--- config.mk ---
export PLATFORM = sky130hd
export DESIGN_NAME = data_run_list_decoder
export DESIGN_NICKNAME = d
export VERILOG_FILES = /design/src/rtl/drl_pkg.sv /design/src/rtl/drl_front.sv /design/src/rtl/drl_queue.sv /design/src/rtl/drl_back.sv /design/src/rtl/data_run_list_decoder.sv
export SDC_FILE = /design/constraint.sdc
export NUM_CORES = 2
export LEC_CHECK = 0
export BUFFER_PORTS_ARGS = -buffer_cell sky130_fd_sc_hd__buf_2
export CAP_MARGIN = 20
export CORE_MARGIN = 2
export CORE_UTILIZATION = 35
export CTS_BUF_LIST = sky130_fd_sc_hd__clkbuf_2 sky130_fd_sc_hd__clkbuf_4 sky130_fd_sc_hd__clkbuf_8
export DETAILED_ROUTE_END_ITERATION = 7
export PLACE_DENSITY_LB_ADDON = 0.2
export SLEW_MARGIN = 20
export SYNTH_ARGS = -nofsm -noshare
export SYNTH_HDL_FRONTEND = slang
export SYNTH_SLANG_ARGS = --single-unit
--- constraint.sdc ---
create_clock -name clk -period 12.5 [get_ports clk]
set_input_delay 3.75 -clock clk [delete_from_list [all_inputs] [get_ports clk]]
set_output_delay 3.75 -clock clk [all_outputs]
set_load 0.02 [all_outputs]
--- src/rtl/drl_pkg.sv ---
// Package for the data run list decoder.
// Holds the word types, status codes and queue sizing shared by every module.
package drl_pkg;

  localparam int unsigned QDepth = 2;
  localparam int unsigned QPtrW  = $clog2(QDepth);
  localparam int unsigned QCntW  = $clog2(QDepth + 1);

  localparam int unsigned MaxFieldBytes = 8;

  localparam logic [7:0] END_HEADER = 8'h00;

  localparam logic [1:0] ST_RUN   = 2'd0;
  localparam logic [1:0] ST_END   = 2'd1;
  localparam logic [1:0] ST_BAD   = 2'd2;
  localparam logic [1:0] ST_TRUNC = 2'd3;

  typedef struct packed {
    logic [7:0] data_byte;
    logic       first_byte;
    logic       final_byte;
  } in_word_t;

  typedef struct packed {
    logic [63:0]        run_vcn_start;
    logic [63:0]        run_length;
    logic signed [63:0] run_lcn;
    logic               no_offset_run;
    logic [1:0]         status;
  } out_word_t;

  typedef struct packed {
    logic        restart;
    logic [1:0]  status;
    logic [63:0] length;
    logic [63:0] offset;
    logic        no_offset;
  } run_desc_t;

endpackage

--- src/rtl/drl_front.sv ---
// Front end of the run list decoder: takes bytes, parses headers and fields.
// Pushes one run descriptor per result into the queue. Depends on drl_pkg.
module drl_front
  import drl_pkg::*;
(
  input  logic      clk,
  input  logic      rst_n,
  input  logic      in_valid,
  output logic      in_ready,
  input  in_word_t  in_word,
  input  logic      q_full,
  output logic      q_push,
  output run_desc_t q_desc
);

  typedef enum logic [2:0] {
    PH_HEADER = 3'b001,
    PH_LENGTH = 3'b010,
    PH_OFFSET = 3'b100
  } phase_t;

  phase_t      phase_r, phase_nxt, eff_phase;
  logic [3:0]  len_size_r, len_size_nxt;
  logic [3:0]  off_size_r, off_size_nxt;
  logic [3:0]  pos_r, pos_nxt, pos_inc;
  logic [63:0] len_acc_r, len_acc_nxt, len_merged;
  logic [63:0] off_acc_r, off_acc_nxt, off_merged;
  logic        stopped_r, stopped_nxt, eff_stopped;
  logic        restart_r, restart_nxt;
  logic        in_fire;
  logic        open_end;
  logic [7:0]  b;
  logic [3:0]  hdr_ls, hdr_os;

  assign in_ready = !q_full;
  assign in_fire  = in_valid && in_ready;
  assign b        = in_word.data_byte;
  assign hdr_ls   = b[3:0];
  assign hdr_os   = b[7:4];
  assign pos_inc  = pos_r + 4'd1;

  always_comb begin
    len_merged = len_acc_r;
    off_merged = off_acc_r;
    for (int k = 0; k < MaxFieldBytes; k++) begin
      if (k == int'(pos_r[2:0])) begin
        len_merged[k*8 +: 8] = b;
        off_merged[k*8 +: 8] = b;
      end else if (k > int'(pos_r[2:0])) begin
        off_merged[k*8 +: 8] = {8{b[7]}};
      end
    end
  end

  always_comb begin
    eff_phase    = in_word.first_byte ? PH_HEADER : phase_r;
    eff_stopped  = in_word.first_byte ? 1'b0 : stopped_r;
    phase_nxt    = phase_r;
    len_size_nxt = len_size_r;
    off_size_nxt = off_size_r;
    pos_nxt      = pos_r;
    len_acc_nxt  = len_acc_r;
    off_acc_nxt  = off_acc_r;
    stopped_nxt  = stopped_r;
    restart_nxt  = restart_r;
    open_end     = 1'b0;
    q_push       = 1'b0;
    q_desc       = '0;
    q_desc.restart = restart_r || in_word.first_byte;
    if (in_fire) begin
      phase_nxt   = eff_phase;
      stopped_nxt = eff_stopped;
      restart_nxt = restart_r || in_word.first_byte;
      if (!eff_stopped) begin
        unique case (eff_phase)
          PH_LENGTH: begin
            len_acc_nxt = len_merged;
            pos_nxt     = pos_inc;
            open_end    = 1'b1;
            if (pos_inc >= len_size_r) begin
              pos_nxt = '0;
              if (off_size_r == 4'd0) begin
                open_end  = 1'b0;
                phase_nxt = PH_HEADER;
                q_push    = 1'b1;
                q_desc.status    = ST_RUN;
                q_desc.length    = len_merged;
                q_desc.offset    = '0;
                q_desc.no_offset = 1'b1;
                if (in_word.final_byte) stopped_nxt = 1'b1;
              end else begin
                phase_nxt = PH_OFFSET;
              end
            end
          end
          PH_OFFSET: begin
            off_acc_nxt = off_merged;
            pos_nxt     = pos_inc;
            open_end    = 1'b1;
            if (pos_inc >= off_size_r) begin
              open_end  = 1'b0;
              pos_nxt   = '0;
              phase_nxt = PH_HEADER;
              q_push    = 1'b1;
              q_desc.status    = ST_RUN;
              q_desc.length    = len_acc_r;
              q_desc.offset    = off_merged;
              q_desc.no_offset = 1'b0;
              if (in_word.final_byte) stopped_nxt = 1'b1;
            end
          end
          default: begin
            if (b == END_HEADER) begin
              stopped_nxt   = 1'b1;
              q_push        = 1'b1;
              q_desc.status = ST_END;
            end else if (hdr_ls == 4'd0 || hdr_ls > 4'(MaxFieldBytes) ||
                         hdr_os > 4'(MaxFieldBytes)) begin
              stopped_nxt   = 1'b1;
              q_push        = 1'b1;
              q_desc.status = ST_BAD;
            end else begin
              len_size_nxt = hdr_ls;
              off_size_nxt = hdr_os;
              pos_nxt      = '0;
              len_acc_nxt  = '0;
              off_acc_nxt  = '0;
              phase_nxt    = PH_LENGTH;
              open_end     = 1'b1;
            end
          end
        endcase
        if (open_end && in_word.final_byte) begin
          stopped_nxt   = 1'b1;
          phase_nxt     = PH_HEADER;
          pos_nxt       = '0;
          q_push        = 1'b1;
          q_desc.status = ST_TRUNC;
        end
      end
      if (q_push) restart_nxt = 1'b0;
    end
  end

  always_ff @(posedge clk) begin
    if (!rst_n) begin
      phase_r    <= PH_HEADER;
      len_size_r <= '0;
      off_size_r <= '0;
      pos_r      <= '0;
      len_acc_r  <= '0;
      off_acc_r  <= '0;
      stopped_r  <= 1'b0;
      restart_r  <= 1'b0;
    end else begin
      phase_r    <= phase_nxt;
      len_size_r <= len_size_nxt;
      off_size_r <= off_size_nxt;
      pos_r      <= pos_nxt;
      len_acc_r  <= len_acc_nxt;
      off_acc_r  <= off_acc_nxt;
      stopped_r  <= stopped_nxt;
      restart_r  <= restart_nxt;
    end
  end

endmodule

--- src/rtl/drl_queue.sv ---
// Short descriptor queue between the decoder front and back ends.
// Depth set by QDepth in drl_pkg.
module drl_queue
  import drl_pkg::*;
(
  input  logic      clk,
  input  logic      rst_n,
  input  logic      push,
  input  run_desc_t push_desc,
  output logic      full,
  input  logic      pop,
  output logic      not_empty,
  output run_desc_t head_desc
);

  run_desc_t        entry_r [QDepth];
  logic [QPtrW-1:0] wr_ptr_r, wr_ptr_nxt;
  logic [QPtrW-1:0] rd_ptr_r, rd_ptr_nxt;
  logic [QCntW-1:0] count_r, count_nxt;
  logic             do_push, do_pop;

  assign full      = (count_r == QCntW'(QDepth));
  assign not_empty = (count_r != '0);
  assign head_desc = entry_r[rd_ptr_r];
  assign do_push   = push && !full;
  assign do_pop    = pop && not_empty;

  always_comb begin
    wr_ptr_nxt = wr_ptr_r;
    rd_ptr_nxt = rd_ptr_r;
    count_nxt  = count_r;
    if (do_push) begin
      wr_ptr_nxt = (wr_ptr_r == QPtrW'(QDepth - 1)) ? '0 : wr_ptr_r + 1'b1;
    end
    if (do_pop) begin
      rd_ptr_nxt = (rd_ptr_r == QPtrW'(QDepth - 1)) ? '0 : rd_ptr_r + 1'b1;
    end
    if (do_push && !do_pop) count_nxt = count_r + 1'b1;
    else if (do_pop && !do_push) count_nxt = count_r - 1'b1;
  end

  always_ff @(posedge clk) begin
    if (do_push) entry_r[wr_ptr_r] <= push_desc;
  end

  always_ff @(posedge clk) begin
    if (!rst_n) begin
      wr_ptr_r <= '0;
      rd_ptr_r <= '0;
      count_r  <= '0;
    end else begin
      wr_ptr_r <= wr_ptr_nxt;
      rd_ptr_r <= rd_ptr_nxt;
      count_r  <= count_nxt;
    end
  end

endmodule

--- src/rtl/drl_back.sv ---
// Back end of the run list decoder: keeps the cluster cursors and forms results.
// Pops descriptors from the queue into the output register. Depends on drl_pkg.
module drl_back
  import drl_pkg::*;
(
  input  logic      clk,
  input  logic      rst_n,
  input  logic      q_not_empty,
  input  run_desc_t q_head,
  output logic      q_pop,
  output logic      out_valid,
  input  logic      out_ready,
  output out_word_t out_word
);

  logic [63:0] vcn_r, vcn_nxt;
  logic [63:0] lcn_r, lcn_nxt;
  logic [63:0] base_vcn, base_lcn, sum_lcn;
  logic        out_valid_r, out_valid_nxt;
  out_word_t   out_word_r, out_word_nxt;

  assign q_pop     = q_not_empty && (!out_valid_r || out_ready);
  assign out_valid = out_valid_r;
  assign out_word  = out_word_r;
  assign base_vcn  = q_head.restart ? '0 : vcn_r;
  assign base_lcn  = q_head.restart ? '0 : lcn_r;
  assign sum_lcn   = base_lcn + q_head.offset;

  always_comb begin
    vcn_nxt       = vcn_r;
    lcn_nxt       = lcn_r;
    out_word_nxt  = out_word_r;
    out_valid_nxt = out_valid_r;
    if (out_valid_r && out_ready) out_valid_nxt = 1'b0;
    if (q_pop) begin
      out_valid_nxt = 1'b1;
      out_word_nxt  = '0;
      out_word_nxt.status = q_head.status;
      vcn_nxt = base_vcn;
      lcn_nxt = base_lcn;
      if (q_head.status == ST_RUN) begin
        out_word_nxt.run_vcn_start = base_vcn;
        out_word_nxt.run_length    = q_head.length;
        out_word_nxt.run_lcn       = sum_lcn;
        out_word_nxt.no_offset_run = q_head.no_offset;
        vcn_nxt = base_vcn + q_head.length;
        lcn_nxt = sum_lcn;
      end
    end
  end

  always_ff @(posedge clk) begin
    out_word_r <= out_word_nxt;
  end

  always_ff @(posedge clk) begin
    if (!rst_n) begin
      vcn_r       <= '0;
      lcn_r       <= '0;
      out_valid_r <= 1'b0;
    end else begin
      vcn_r       <= vcn_nxt;
      lcn_r       <= lcn_nxt;
      out_valid_r <= out_valid_nxt;
    end
  end

endmodule

--- src/rtl/data_run_list_decoder.sv ---
// Data run list decoder, top level: front parser, descriptor queue, back end.
// Takes one byte per cycle while in_ready is high; a result goes through the queue, then the output register.
// Throughput is one byte per cycle while out_ready holds high; the queue
// holds two descriptors, so in_ready drops only when both are waiting.
// Synchronous active-low reset clears the parser, cursors and queue.
// Depends on drl_pkg, drl_front, drl_queue and drl_back.
module data_run_list_decoder
  import drl_pkg::*;
(
  input  logic      clk,
  input  logic      rst_n,
  input  logic      in_valid,
  output logic      in_ready,
  input  in_word_t  in_word,
  output logic      out_valid,
  input  logic      out_ready,
  output out_word_t out_word
);

  logic      q_push, q_full, q_pop, q_not_empty;
  run_desc_t q_desc, q_head;

  drl_front u_front (
    .clk      (clk),
    .rst_n    (rst_n),
    .in_valid (in_valid),
    .in_ready (in_ready),
    .in_word  (in_word),
    .q_full   (q_full),
    .q_push   (q_push),
    .q_desc   (q_desc)
  );

  drl_queue u_queue (
    .clk       (clk),
    .rst_n     (rst_n),
    .push      (q_push),
    .push_desc (q_desc),
    .full      (q_full),
    .pop       (q_pop),
    .not_empty (q_not_empty),
    .head_desc (q_head)
  );

  drl_back u_back (
    .clk         (clk),
    .rst_n       (rst_n),
    .q_not_empty (q_not_empty),
    .q_head      (q_head),
    .q_pop       (q_pop),
    .out_valid   (out_valid),
    .out_ready   (out_ready),
    .out_word    (out_word)
  );

endmodule
==> out/qor.txt <==
Run status: finished clean
Post-DP HPWL: 79.0 mm
Final Max Tran Viols: 0
Number of buffers added for setup after CTS: 0
Net Switching: 3610 µW
Slew @ Worst Pin: 1.10 ns
Vias per cell: 5.45
Logic pwr share: 0.377
Post-CTS sizing: 0
Vias in the first global route: 27300
CTS Buf Count: 130
Clock root buffer: clkbuf_8
Startpoint types: input port
Synth Flop Type: edfxtp_1
Final hold vios: 0
Slew margin rel.: 0.265
Crit Path Class: input port to register
Clock share of power: 0.247
Area growth, synth to finish: 13.0%
Worst Setup Slack, final: 5.40 ns
Nets: 3901
Die Y: 329 µm
Reg area: 19200 µm²
First-pass GRT wire length: 170 mm
WP data arrival: 7.52 ns
Largest net degree at the start of global routing: 180
Maximum vdd ir drop: 0.124 mV
Antenna-violating nets left: 0
CTS clk-pin slew, worst paths: 0.06 ns
Clk sinks: 730
Sequential power share: 0.376
Placement Setup Slack: 4.56 ns
Post-Synthesis Cells: 3617
Port Buffers: 210
#FFs+latches synth: 730
CTS Buffer Depth: 3
Async SR Flop Fraction: 0
Die W: 329 µm
Tcrit/Tclk final: 0.568
Syn nets: 3774
Commonest non-fill, non-tap cell in the layout: nor2_1
Period minus WS final: 7.10 ns
Hold Buf Count CTS: 0
I/O pins: 211
Fmax: 141 MHz
Post-route setup TNS: 0 ns
Initial antenna violation count: 5
Placer congestion estimate: 0.913
Fin Clk Skew: 0.0367 ns
Grt total ovfl: 0
Initial Utilization: 0.353
Syn. warnings: 0
H-tree levels: 4
Pint: 5470 µW
CORE AREA: 105000 µm²
DIE AREA: 109000 µm²
Endpoints failing setup: 0
Row cnt: 119
GRT Resource Usage Total: 0.207
Worst Path Required: 12.93 ns
Post-synth EDFFs: 459
Fillcell total: 10400
Ratio of cells with drive above 1 in the final layout: 0.173
TritonCTS clock tree: done
DR pass1 iterations: 6
Area of the multi-input gates: 16700 µm²
DR iter-0 viols: 2683
DRC viols: 0
CP Capture Type: register
WL/cell: 21.9 µm
RSZ-0062 raised after global routing: no
Pwr dens: 217 nW/µm²
Drt total wl: 115 mm
Max FO, Critical Path: 69
Max cap viols: 0
Worst hold path class: register to register
Sw frac: 0.398
Sequential share of the synthesized area: 0.518
Clk_lat worst skew: 0.82 ns
Via Count: 28600
Syn_area_per_cell: 10.2 µm²
Leak: 0.0160 µW
Post-Syn Area: 37100 µm²
Most frequent cells in the layout: nor2_1 (472), edfxtp_1 (459), dfxtp_1 (270)
Netlist cell types: 79
==> final cells by class <==
class,count,share of cell area
inverter,76,0.00711
timing repair buffer,249,0.0324
clock inverter,57,0.00899
antenna,1,0.0000597
multi-input combinational,2557,0.398
sequential,730,0.458
clock buffer,184,0.0533
tap,1391,0.0415
==> state kept, by name (all words and copies together), names as in the netlist, named ones only <==
signal and flops:
u_back.lcn_r 64, u_back.vcn_r 64, u_back.out_word 195, u_back.out_valid 1
u_front.pos_r 4, u_front.off_size_r 4, u_front.restart_r 1, u_queue.entry_r 264
u_front.off_acc_r 56, u_front.phase_r 3, u_front.len_size_r 4, u_queue.rd_ptr_r 1
u_front.stopped_r 1, u_front.len_acc_r 64, u_queue.count_r 2, u_queue.wr_ptr_r 1
==> kinds of logic after synthesis <==
logic type,synth area share
AND/OR/NAND/NOR,0.153
AO/OA/AOI/OAI,0.171
flip-flops,0.518
buffers and inverters,0.0337
multiplexers,0.0480
adder cells (fa/ha/maj),0.0487
XOR/XNOR,0.0272
==> metal layers <==
layer / vias up / track usage / wire, µm
met5: - / 0 / 27
met4: 4 / 0.0593 / 2460
met3: 172 / 0.0419 / 7310
met2: 883 / 0.295 / 48000
met1: 13900 / 0.312 / 57000
li1: 13600 / - / -
==> power by group through the flow <==
stage               logic (µW)  clock network, µW  registers, µW
floorplan                 1890                  0           3870
global placement          3410                  0           3460
detailed placement        3400                  0           3470
CTS                       3420               2310           3430
global route              3700               2420           3460
finish                    3420               2240           3410
==> Yosys cell counts, drive strengths merged, types with 64 or more instances <==
cell type  count  area share
nor2         474       0.048
a21o          67       0.014
o21ai        165       0.022
xnor2         74       0.017
dfxtp        271        0.15
and3          64       0.011
mux2         126       0.038
inv           75      0.0076
clkbuf       232       0.024
a22oi        150       0.030
and2         203       0.034
nand2        214       0.022
ha           141       0.048
a21oi        245       0.033
edfxtp       459        0.37
==> metrics by stage <==
| step | hold WS (ns) | power (µW) | cells | utilization | area [µm²] |
|---|---|---|---|---|---|
| floorplan | 0.417 | 5760 | 3617 | - | 37100 |
| global placement | 0.428 | 6880 | 5003 | 0.374 | 39300 |
| detailed placement | 0.434 | 6870 | 5003 | 0.374 | 39300 |
| CTS | 0.447 | 9160 | 5244 | 0.399 | 41900 |
| global route | 0.470 | 9590 | 5245 | 0.399 | 41900 |
| finish | 0.445 | 9080 | 5245 | 0.399 | 41900 |
==> worst paths after layout <==
| kind | start | to | slack [ns] | cells after the start |
|---|---|---|---|---|
| max | in_word[1] | u_queue.entry_r[0][47] | 5.40 | 9 |
| max reg2reg | register | u_back.vcn_r[62] | 6.98 | 16 |
| min reg2reg | u_back.lcn_r[36] | u_back.lcn_r[36] | 0.44 | 2 |
| min | u_back.lcn_r[36] | u_back.lcn_r[36] | 0.44 | 2 |
==> critical path, stage by stage <==
cell	delay, ns
buf_2	0.14
nor2_1	0.17
nand3b_1	0.49
nor2_1	0.23
buf_4	0.26
a21oi_1	0.10
a21oi_1	0.45
nor2b_4	0.95
buf_4	0.89
Note: power is estimated with default switching activity, not from simulation.
